$ cat src/design/drf_pkg.sv
// Shared types and constants for the duplicate request filter.
// No dependencies; imported by every module of the block except drf_ram.
package drf_pkg;

	// Table size default and register reset values
	localparam int CAPACITY_DEFAULT = 64;
	localparam logic [15:0] EXPIRY_RESET = 16'd30;

	// Configuration register indexes
	localparam int CFG_INDEX_W = 8;
	localparam logic [CFG_INDEX_W-1:0] CFG_MODE   = 8'd0;
	localparam logic [CFG_INDEX_W-1:0] CFG_EXPIRY = 8'd1;
	localparam int CFG_DATA_W = 16;

	// Stream widths
	localparam int IN_DATA_W  = 112;
	localparam int OUT_DATA_W = 8;

	// Request queue between front and back
	localparam int QUEUE_DEPTH = 2;
	localparam int QPTR_W = 1;
	localparam int QCNT_W = 2;

	// One request as it travels through the queue
	typedef struct packed {
		logic        bypass;
		logic [31:0] now;
		logic [31:0] request;
		logic [15:0] port;
		logic [31:0] address;
	} item_t;

	// One table entry as stored in the RAM
	typedef struct packed {
		logic [31:0] stamp;
		logic [31:0] request;
		logic [15:0] port;
		logic [31:0] address;
	} entry_t;

	// Back-end sequencer states
	typedef enum logic [1:0] {
		ST_IDLE,
		ST_SCAN,
		ST_DONE
	} back_state_t;

endpackage

$ cat src/design/drf_front.sv
// Front end: accepts requests, tags them with the filter mode and queues them.
// Depends on drf_pkg.
module drf_front (
	input  logic                          clk,
	input  logic                          arst_n,
	input  logic                          in_valid,
	output logic                          in_ready,
	input  logic [drf_pkg::IN_DATA_W-1:0] in_data,
	input  logic                          mode,
	output logic                          q_valid,
	input  logic                          q_ready,
	output drf_pkg::item_t                q_item
);
	import drf_pkg::*;

	item_t              slot_q [QUEUE_DEPTH];
	logic [QPTR_W-1:0]  wr_ptr_q;
	logic [QPTR_W-1:0]  rd_ptr_q;
	logic [QCNT_W-1:0]  fill_q;
	item_t              in_item;
	logic               push;
	logic               pop;

	// unpack the request; at-least-once mode marks it to pass straight through
	always_comb begin
		in_item.address = in_data[31:0];
		in_item.port    = in_data[47:32];
		in_item.request = in_data[79:48];
		in_item.now     = in_data[111:80];
		in_item.bypass  = mode;
	end

	assign in_ready = (fill_q != QCNT_W'(QUEUE_DEPTH));
	assign q_valid  = (fill_q != '0);
	assign q_item   = slot_q[rd_ptr_q];
	assign push     = in_valid && in_ready;
	assign pop      = q_valid && q_ready;

	// queue pointers and fill level
	always_ff @(posedge clk or negedge arst_n) begin
		if (!arst_n) begin
			wr_ptr_q <= '0;
			rd_ptr_q <= '0;
			fill_q   <= '0;
		end else begin
			if (push) begin
				wr_ptr_q <= wr_ptr_q + 1'b1;
			end
			if (pop) begin
				rd_ptr_q <= rd_ptr_q + 1'b1;
			end
			if (push && !pop) begin
				fill_q <= fill_q + 1'b1;
			end else if (pop && !push) begin
				fill_q <= fill_q - 1'b1;
			end
		end
	end

	// queue storage
	always_ff @(posedge clk) begin
		if (push) begin
			slot_q[wr_ptr_q] <= in_item;
		end
	end

endmodule

$ cat config.mk
export PLATFORM = sky130hd
export DESIGN_NAME = drf_front
export DESIGN_NICKNAME = d
export VERILOG_FILES = /design/src/design/drf_pkg.sv /design/src/design/drf_front.sv
export SDC_FILE = /design/constraint.sdc
export NUM_CORES = 1
export LEC_CHECK = 0
export ABC_CLOCK_PERIOD_IN_PS = 8300
export BUFFER_PORTS_ARGS = -buffer_cell sky130_fd_sc_hd__buf_2
export CAP_MARGIN = 40
export CORE_MARGIN = 2
export CORE_UTILIZATION = 40
export CTS_CLUSTER_SIZE = 40
export DETAILED_ROUTE_END_ITERATION = 7
export PLACE_DENSITY = 0.74
export SLEW_MARGIN = 20
export SYNTH_ARGS = -nofsm -noshare
export SYNTH_HDL_FRONTEND = slang
export SYNTH_SLANG_ARGS = --single-unit
$ cat constraint.sdc
create_clock -name clk -period 8.3 [get_ports clk]
set_clock_uncertainty 0.2 [all_clocks]
set_input_delay 0.83 -clock clk [delete_from_list [all_inputs] [get_ports clk]]
set_output_delay 0.83 -clock clk [all_outputs]
set_load 0.05 [all_outputs]
==> impl_metrics.csv, run 1 <==
group,metric,value,unit
die,core_area,21100,um^2
place,hpwl,10700,um
clocking,ctsHtreeMaxLevel,1,
detailed_routing,drc_errors,0,
min_path,hold_path_startpoint,"fill_q[1]$_DFFE_PN0P_",
clocking,path_clk_slew,0.06,ns
setup_path,critical_path.cell_chain,"buf_4, buf_16, mux2_2, buf_2",
timing,fmax,289,MHz
clocking,cts_tree,"done",
setup_path,critical_path_class,"register to output port",
grt,grtUsageTotal,13.3,%
yosys,synth_top_cell_by_area,"edfxtp_1",
die,die_y,151,um
die,rows,53,
grt,grt_max_degree,59,
power_and_ir_drop,ir_worst_vdd,0.265,mV
die,dieArea,22700,um^2
timing,setup_viol,0,
yosys,synth-simple-area-share,0.393,%
yosys,synthArstFlopShare,1.74,%
yosys,synth_flop_cell,"edfxtp_1",
yosys,syn-instance-count,370,
yosys,syn_area_per_cell,23.2,um^2
final_layout,utilization,51.7,%
detailed_routing,num_vias,4269,
setup_path,r2r-start,"fill_q[0]$_DFFE_PN0P_",
yosys,synth_top_family_by_area,"multiplexers",
place,place_congestion,0.712,
detailed_routing,via_per_inst,4.67,
clocking,cts-root-buf,"clkbuf_16",
yosys,ys_ff_latch,230,
setup_path,path_buf_inv,3,
place,portBuffers,231,
timing,final.setup.tns,0,ns
setup_path,crit_fanout,40,
power_and_ir_drop,leakage,4.24,nW
timing,whs,0.308,ns
setup_path,path_depth,4,
timing,drv_slew,0,
power_and_ir_drop,power.switching,0.00185,W
final_layout,nFillCells,1717,
setup_path,worst-r2r-cell-count,4,
power_and_ir_drop,pwr-share-comb,42.3,%
detailed_routing,ant_nets,0,
place,place_area,10100,um^2
yosys,synth-compound-area-share,0,%
final_layout,design_area,10900,um^2
power_and_ir_drop,p_clk_share,21.7,%
yosys,synth_area_leaders,"edfxtp_1 (79%), mux2_4 (10%), mux2_2 (6.9%), dfrtp_1 (1.2%), buf_6 (0.92%)",
grt,grt_antenna_before_repair,3,
min_path,hp-class,"register to register",
grt,grt_overflow,0,
yosys,synth-seq-area-share,80.1,%
die,initial_core_util,40.8,%
grt,grt_first_pass_wirelength,23300,um
yosys,syn_nets,488,
yosys,synth_edf_count,226,
power_and_ir_drop,p_int,0.00280,W
setup_path,cp.arrival,2.43,ns
grt,grt_pass1_vias,4432,
yosys,synth_top_area_share,78.9,%
timing,finalCriticalPeriod,3.46,ns
yosys,synth_mux_area_share,17.4,%
setup_path,crit_path_end_kind,"output port",
timing,slew_headroom,62.5,%
yosys,synthTopCellsByCount,"edfxtp_1 (226), mux2_4 (60), mux2_2 (53), buf_6 (7), buf_2 (5)",
setup_path,critPathTopFamily,"buffers and inverters",
run_status,status,"completed",
die,fp.dieW,151,um
power_and_ir_drop,p_per_area,426,nW/um^2
clocking,hold_buffers,1,
timing,worst_slew_pin_slew,0.563,ns
detailed_routing,wl,15800,um
detailed_routing,drtIter0Drc,200,
yosys,synthXorXnorAreaFrac,0.509,%
clocking,cts-buffers-inserted,24,
timing,period_share,41.6,%
power_and_ir_drop,p_seq_share,35.9,%
clocking,post_cts_resized,0,
setup_path,worstSetupStartpointType,"register",
power_and_ir_drop,total_power,0.00465,W
yosys,synth_area,8600,um^2
clocking,clock_sinks,230,
yosys,synth.distinct_cells,16,
setup_path,slowest_delay,0.60,ns
power_and_ir_drop,swShare,39.8,%
clocking,cts_buffer_depth,3,
final_layout,drive_above_1_share,60.4,%
setup_path,cp_slowest_cell,"dfrtp_4",
setup_path,crit_required,7.27,ns
detailed_routing,dr.pass1.iters,4,
yosys,synthAdderAreaFrac,0.146,%
run,maxCapViolations,0,
final_layout,syn_to_final_growth,26.9,%
yosys,synth.most_common_cell,"edfxtp_1",
clocking,postCtsSetupBuffers,0,
die,num_io_pins,232,
clocking,clk_latency,0.50,ns
final_layout,nets,741,
yosys,yosys_warnings,0,
setup_path,critPathLaunch,"rd_ptr_q$_DFFE_PN0P_",
timing,final_hold_viol_count,0,
detailed_routing,wl_per_cell,17.3,um
min_path,whs_path_depth,1,
timing,rsz0062_at_grt,"no",
==> cell type report <==
cell class	instances	area (um^2)	area share, %
diodes	2	5.00	0.0459
repair buffers	240	1320	12.1
well taps	275	344	3.16
inverters	1	3.75	0.0344
clock buffers	33	656	6.01
clock inverters	7	87.6	0.803
multi-input cells	126	1600	14.7
flip-flops and latches	230	6890	63.2
==> cells by family (layout without fill, tap and decap cells) <==
logic type,Yosys count,after routing
flip-flops,230,230
multiplexers,113,113
buffers and inverters,14,281
AND/OR/NAND/NOR,7,7
XOR/XNOR,5,5
adder cells (fa/ha/maj),1,1
other,0,2
==> sequential cells by signal, indices dropped and copies added, names as in the netlist <==
signal / cells
slot_q: 226
fill_q: 2
rd_ptr_q: 1
wr_ptr_q: 1
==> stage by stage <==
step / instances / setup WS, ns
2_1_floorplan: 370 / 1.74
3_3_place_gp: 866 / 4.73
3_5_place_dp: 870 / 4.84
4_1_cts: 911 / 4.29
5_1_grt: 913 / 4.74
6_report: 914 / 4.84
==> power by group through the flow <==
| stage | sequential, W | combinational, W | clock, W |
|---|---|---|---|
| global route | 0.00169 | 0.00206 | 0.00108 |
| floorplan | 0.00170 | 0.00161 | 0 |
| CTS | 0.00172 | 0.00194 | 0.00104 |
| finish | 0.00167 | 0.00197 | 0.00101 |
| detailed placement | 0.00174 | 0.00193 | 0 |
| global placement | 0.00173 | 0.00187 | 0 |
==> path summary, 6_finish.rpt <==
path | slack, ns | end
max | 4.84 | q_item[103]
min | 0.31 | fill_q[1]$_DFFE_PN0P_
max reg2reg | 5.79 | slot_q[1][65]$_DFFE_PP_
min reg2reg | 0.31 | fill_q[1]$_DFFE_PN0P_
max in group asynchronous | 7.31 | rd_ptr_q$_DFFE_PN0P_
min in group asynchronous | 0.47 | fill_q[1]$_DFFE_PN0P_
==> placed cells by master, fill, tap and decap left out, drive strengths merged, types with 2 or more instances in the layout <==
cell	instances
xor2	2
clkinv	4
nor2	2
bufinv	2
diode	2
edfxtp	226
inv	2
xnor2	3
clkbuf	33
mux2	113
nand2	2
dfrtp	4
buf	239
==> metal layers <==
| metal | track usage [%] | routed length (um) | vias up |
|---|---|---|---|
| met5 | 0 | 13 | - |
| met4 | 3.60 | 309 | 2 |
| met3 | 4.48 | 1430 | 30 |
| met2 | 23.1 | 7930 | 173 |
| met1 | 15.7 | 6120 | 2084 |
| li1 | - | - | 1980 |
(Power assumes the default switching activity.)
==> run 2: changes to the inputs <==
--- a/config.mk
+++ b/config.mk
@@ -5,7 +5,8 @@
 export SDC_FILE = /design/constraint.sdc
 export NUM_CORES = 1
 export LEC_CHECK = 0
-export ABC_CLOCK_PERIOD_IN_PS = 8300
+export ABC_AREA = 1
+export ABC_CLOCK_PERIOD_IN_PS = 3450
 export BUFFER_PORTS_ARGS = -buffer_cell sky130_fd_sc_hd__buf_2
 export CAP_MARGIN = 40
 export CORE_MARGIN = 2
==> constraint.sdc (replaced) <==
create_clock -name clk -period 3.45 [get_ports clk]
set_clock_uncertainty 0.2 [all_clocks]
set_input_delay 0.345 -clock clk [delete_from_list [all_inputs] [get_ports clk]]
set_output_delay 0.345 -clock clk [all_outputs]
set_load 0.05 [all_outputs]
==> impl_metrics.csv, run 2 <==
group,metric,value,unit
run_status,status,"completed",
setup_path,crit_path_end_kind,"output port",
setup_path,cp.arrival,2.17,ns
setup_path,crit_required,2.90,ns
clocking,cts_tree,"done",
grt,grt_antenna_before_repair,0,
setup_path,critPathTopFamily,"buffers and inverters",
clocking,post_cts_resized,0,
detailed_routing,wl_per_cell,15.1,um
timing,worst_slew_pin_slew,0.676,ns
setup_path,crit_top_cell,"nand2_1",
yosys,synth_top_cell_by_area,"edfxtp_1",
clocking,ctsHtreeMaxLevel,1,
yosys,synth_area,8460,um^2
final_layout,most-common-layout-cells,"nand2_1 (349), buf_2 (231), edfxtp_1 (226)",
die,num_io_pins,232,
final_layout,largest-register,"slot_q",
detailed_routing,drc_errors,0,
yosys,synthTopCellsByCount,"nand2_1 (349), edfxtp_1 (226), buf_2 (15), buf_6 (8), inv_1 (6)",
final_layout,nets,1090,
die,rows,53,
die,die_y,149,um
detailed_routing,via_per_inst,4.55,
power_and_ir_drop,ir_worst_vdd,0.680,mV
timing,drv_slew,0,
final_layout,largest_reg_flops,226,
final_layout,utilization,56.6,%
setup_path,worst-r2r-cell-count,5,
min_path,whs_path_depth,3,
timing,setup_viol,0,
die,fp.dieW,149,um
yosys,synth_top_area_share,80.2,%
timing,slew_headroom,54.9,%
setup_path,critical_path.cell_chain,"inv_4, buf_4, nand2_1, nand2_1, buf_2",
yosys,syn_nets,737,
timing,finalCriticalPeriod,2.71,ns
grt,grt_pass1_vias,5834,
clocking,clk_latency,0.49,ns
clocking,path_clk_slew,0.06,ns
min_path,hold_path_startpoint,"in_valid",
detailed_routing,wl,19100,um
final_layout,top_regs,"slot_q: 226 flops, fill_q: 2 flops",
final_layout,final_common_cell,"nand2_1",
setup_path,worstSetupStartpointType,"register",
place,place_area,9890,um^2
yosys,syn-instance-count,619,
min_path,hp-class,"input pin to register",
setup_path,path_buf_inv,3,
final_layout,drive_above_1_share,27.7,%
setup_path,slowest_delay,0.50,ns
timing,rsz0062_at_grt,"no",
detailed_routing,drtIter0Drc,286,
die,dieArea,22300,um^2
yosys,synth_area_leaders,"edfxtp_1 (80%), nand2_1 (15%), dfrtp_1 (1.2%), buf_6 (1.1%), buf_2 (0.89%)",
final_layout,syn_to_final_growth,39.8,%
die,initial_core_util,40.5,%
clocking,cts-buffers-inserted,24,
final_layout,multi_input_comb_area,1380,um^2
run,maxCapViolations,0,
setup_path,rr_endpoint,"slot_q[1][101]$_DFFE_PP_",
clocking,cts_buffer_depth,3,
setup_path,cp_slowest_cell,"dfrtp_4",
timing,final_hold_viol_count,0,
yosys,synth.distinct_cells,14,
place,portBuffers,231,
setup_path,r2r-start,"fill_q[0]$_DFFE_PN0P_",
grt,grt_first_pass_wirelength,28600,um
place,place_congestion,0.798,
setup_path,crit_fanout,45,
grt,grt_overflow,0,
yosys,synth_flop_cell,"edfxtp_1",
setup_path,reg2reg_slack,1.42,ns
clocking,postCtsSetupBuffers,0,
detailed_routing,ant_nets,0,
setup_path,critical_path_class,"register to output port",
die,core_area,20900,um^2
final_layout,antenna_cells,0,
yosys,ys_ff_latch,230,
timing,period_share,78.6,%
yosys,syn_area_per_cell,13.7,um^2
power_and_ir_drop,leakage,5.07,nW
final_layout,ff_latch_area,6890,um^2
min_path,hold_path_end,"wr_ptr_q$_DFFE_PN0P_",
grt,grtUsageTotal,16.3,%
yosys,synthArstFlopShare,1.74,%
clocking,clock_sinks,230,
yosys,synth_edf_count,226,
yosys,synth.most_common_cell,"nand2_1",
final_layout,design_area,11800,um^2
yosys,yosys_warnings,0,
timing,fmax,369,MHz
yosys,synth-seq-area-share,81.4,%
final_layout,nFillCells,1641,
detailed_routing,num_vias,5757,
power_and_ir_drop,p_per_area,986,nW/um^2
detailed_routing,dr.pass1.iters,4,
clocking,cts-root-buf,"clkbuf_16",
grt,grt_max_degree,115,
place,hpwl,10500,um
run 2: changes by cell type after synthesis, moves of 2 or more:
cell	change
buf_2	+10
buf_4	+2
inv_1	+5
mux2_2	-53
mux2_4	-60
nand2_1	+347
nand3_1	+2
xnor2_1	-2
run 2: worst max path at each step:
| stage | cells after the start | to | start | slack, ns |
|---|---|---|---|---|
| 2_1_floorplan | 4 | slot_q[0][0]$_DFFE_PP_ | fill_q[0]$_DFFE_PN0P_ | -1.17 |
| 3_3_place_gp | 5 | q_item[103] | rd_ptr_q$_DFFE_PN0P_ | 1.24 |
| 3_5_place_dp | 5 | q_item[103] | rd_ptr_q$_DFFE_PN0P_ | 1.21 |
| 4_1_cts | 5 | q_item[103] | rd_ptr_q$_DFFE_PN0P_ | 0.67 |
| 5_1_grt | 5 | q_item[50] | rd_ptr_q$_DFFE_PN0P_ | 0.57 |
| 6_report | 5 | q_item[90] | rd_ptr_q$_DFFE_PN0P_ | 0.74 |
run 2: power by group:
part | internal, W | switching [W]
Clock | 0.00154 | 0.000980
Sequential | 0.00383 | 0.000160
Combinational | 0.00102 | 0.00413
run 2: logic make-up after synthesis:
family | Yosys count | synth area share, %
xor gates and xnor gates | 2 | 0.207
buffers and inverters | 32 | 2.47
adders and majority gates | 1 | 0.148
DFF | 230 | 81.4
and+or+nand+nor | 354 | 15.8
run 2: through the flow:
stage / hold WS (ns) / TNS [ns] / total power [W] / worst slack [ns] / cells
floorplan: -0.151 / -264.65 / 0.00796 / -1.17 / 619
global placement: -0.0408 / 0 / 0.00902 / 1.24 / 1105
detailed placement: -0.0421 / 0 / 0.00909 / 1.21 / 1105
CTS: 0.102 / 0 / 0.0117 / 0.665 / 1264
global route: 0.149 / 0 / 0.0122 / 0.575 / 1264
finish: 0.128 / 0 / 0.0117 / 0.739 / 1264
run 2: what timing repair did:
| item | in CTS | in global routing |
|---|---|---|
| endpoints found under the setup margin | 0 | 0 |
| hold buffers | 116 | 0 |
| endpoints found under the hold margin | 231 | 0 |
run 2: area by class of cell:
type,instances,share of cell area (%)
inverters,7,0.243
clock buffers,30,5.45
well taps,275,2.91
clock inverters,13,1.14
multi-input cells,357,11.7
flip-flops and latches,230,58.3
repair buffers,352,20.3
run 2: layer usage:
layer  global-route usage (%)  up-vias  wire [um]
li1                         -     2798          -
met1                     18.1     2717       7330
met2                     30.7      200      10100
met3                     3.81       42       1190
met4                     5.38        0        484
met5                        0        -          0
run 2: tightest hold or removal path, stage by stage:
cell	delay (ns)
buf_2	0.10
nand2_1	0.22
xor2_1	0.12
==> run 3: changes to the inputs <==
--- a/config.mk
+++ b/config.mk
@@ -6,7 +6,7 @@
 export NUM_CORES = 1
 export LEC_CHECK = 0
 export ABC_AREA = 1
-export ABC_CLOCK_PERIOD_IN_PS = 3450
+export ABC_CLOCK_PERIOD_IN_PS = 2610
 export BUFFER_PORTS_ARGS = -buffer_cell sky130_fd_sc_hd__buf_2
 export CAP_MARGIN = 40
 export CORE_MARGIN = 2
==> constraint.sdc (replaced) <==
create_clock -name clk -period 2.61 [get_ports clk]
set_clock_uncertainty 0.2 [all_clocks]
set_input_delay 0.261 -clock clk [delete_from_list [all_inputs] [get_ports clk]]
set_output_delay 0.261 -clock clk [all_outputs]
set_load 0.05 [all_outputs]
==> impl_metrics.csv, run 3 (synthesized netlist as in run 2, its figures left out) <==
group,metric,value,unit
timing,worst_slew_pin_slew,0.659,ns
detailed_routing,via_per_inst,4.57,
final_layout,final_common_cell,"nand2_1",
clocking,path_clk_slew,0.06,ns
timing,rsz0062_at_grt,"no",
final_layout,multi_input_comb_area,1410,um^2
detailed_routing,num_vias,5799,
final_layout,utilization,57.3,%
die,fp.dieW,149,um
timing,fmax,414,MHz
timing,slew_headroom,56.1,%
setup_path,cp.arrival,1.95,ns
clocking,clock_sinks,230,
final_layout,largest-register,"slot_q",
timing,setup_viol,0,
clocking,post_cts_resized,0,
clocking,postCtsSetupBuffers,0,
clocking,ctsHtreeMaxLevel,1,
detailed_routing,drc_errors,0,
final_layout,ff_latch_area,6890,um^2
power_and_ir_drop,ir_worst_vdd,0.838,mV
grt,grtUsageTotal,16.5,%
place,placed_cells,1109,
grt,grt_max_degree,115,
grt,grt_pass1_vias,5874,
setup_path,crit_fanout,40,
run_status,status,"completed",
final_layout,antenna_cells,0,
setup_path,crit_path_end_kind,"output port",
final_layout,nets,1095,
grt,grt_first_pass_wirelength,28900,um
final_layout,syn_to_final_growth,41.5,%
grt,grt_antenna_before_repair,0,
detailed_routing,wl_per_cell,15.1,um
place,portBuffers,231,
place,place_congestion,0.758,
die,num_io_pins,232,
min_path,hp-class,"input pin to register",
clocking,cts-root-buf,"clkbuf_16",
clocking,clk_latency,0.50,ns
final_layout,drive_above_1_share,28.5,%
final_layout,most-common-layout-cells,"nand2_1 (347), buf_2 (230), edfxtp_1 (226)",
clocking,cts-buffers-inserted,24,
timing,finalCriticalPeriod,2.42,ns
final_layout,top_regs,"slot_q: 226 flops, fill_q: 2 flops",
final_layout,nFillCells,1613,
setup_path,worstSetupStartpointType,"register",
timing,fin_ws,0.195,ns
timing,whs,0.274,ns
final_layout,largest_reg_flops,226,
clocking,cts_tree,"done",
die,initial_core_util,40.5,%
die,rows,53,
final_layout,final_cell_count_no_fill,1269,
power_and_ir_drop,leakage,5.12,nW
timing,final_hold_viol_count,0,
setup_path,crit_required,2.15,ns
place,place_ws,0.696,ns
clocking,cts_buffer_depth,3,
die,die_y,149,um
place,hpwl,10800,um
run,maxCapViolations,0,
power_and_ir_drop,p_per_area,1310,nW/um^2
die,dieArea,22300,um^2
detailed_routing,drtIter0Drc,316,
die,core_area,20900,um^2
setup_path,critical_path_class,"register to output port",
detailed_routing,wl,19200,um
grt,grt_overflow,0,
timing,drv_slew,0,
detailed_routing,dr.pass1.iters,4,
timing,period_share,92.5,%
clocking,hold_buffers,117,
detailed_routing,ant_nets,0,
==> run 3: routing by layer <==
layer	wire [um]	vias to the layer above	track usage, %
met5	0	-	0
li1	-	2804	-
met1	7300	2745	18.5
met2	10100	208	31.0
met3	1200	42	3.45
met4	537	0	5.76
==> run 3: final cells by class <==
type / instances / share of cell area [%]
clock buffers: 26 / 5.26
clock inverters: 17 / 1.53
inverters: 7 / 0.240
multi-input cells: 357 / 11.8
flip-flops and latches: 230 / 57.6
well taps: 275 / 2.87
repair buffers: 357 / 20.8
==> run 3: power breakdown <==
part / internal, W / switching (W) / leakage (nW) / total [W]
combinational: 0.00145 / 0.00552 / 2.58 / 0.00697
clock: 0.00213 / 0.00132 / 0.395 / 0.00344
sequential: 0.00505 / 0.000224 / 2.15 / 0.00528
total: 0.00863 / 0.00706 / 5.12 / 0.0157
==> run 3: path summary, 6_finish.rpt <==
| kind | start | to | slack, ns | cells past startpoint |
|---|---|---|---|---|
| max | rd_ptr_q$_DFFE_PN0P_ | q_item[28] | 0.19 | 5 |
| min | in_data[89] | slot_q[0][89]$_DFFE_PP_ | 0.27 | 2 |
| max reg2reg | fill_q[0]$_DFFE_PN0P_ | slot_q[1][76]$_DFFE_PP_ | 0.69 | 5 |
| min reg2reg | fill_q[0]$_DFFE_PN0P_ | fill_q[0]$_DFFE_PN0P_ | 0.32 | 1 |
| max in group asynchronous | arst_n | rd_ptr_q$_DFFE_PN0P_ | 1.52 | 3 |
| min in group asynchronous | arst_n | rd_ptr_q$_DFFE_PN0P_ | 0.49 | 3 |
==> run 3: metrics by stage <==
stage / total power, W / setup TNS (ns) / instance area (um^2)
3_5_place_dp: 0.0122 / 0 / 9990
3_3_place_gp: 0.0121 / 0 / 9990
5_1_grt: 0.0164 / 0 / 12000
2_1_floorplan: 0.0105 / -77.18 / 8510
6_report: 0.0157 / 0 / 12000
4_1_cts: 0.0158 / 0 / 12000
==> run 3: critical path, stage by stage (launching register included) <==
cell	delay, ns
dfrtp_4	0.50
inv_4	0.23
buf_12	0.25
nand2_1	0.09
nand2_1	0.08
buf_2	0.27
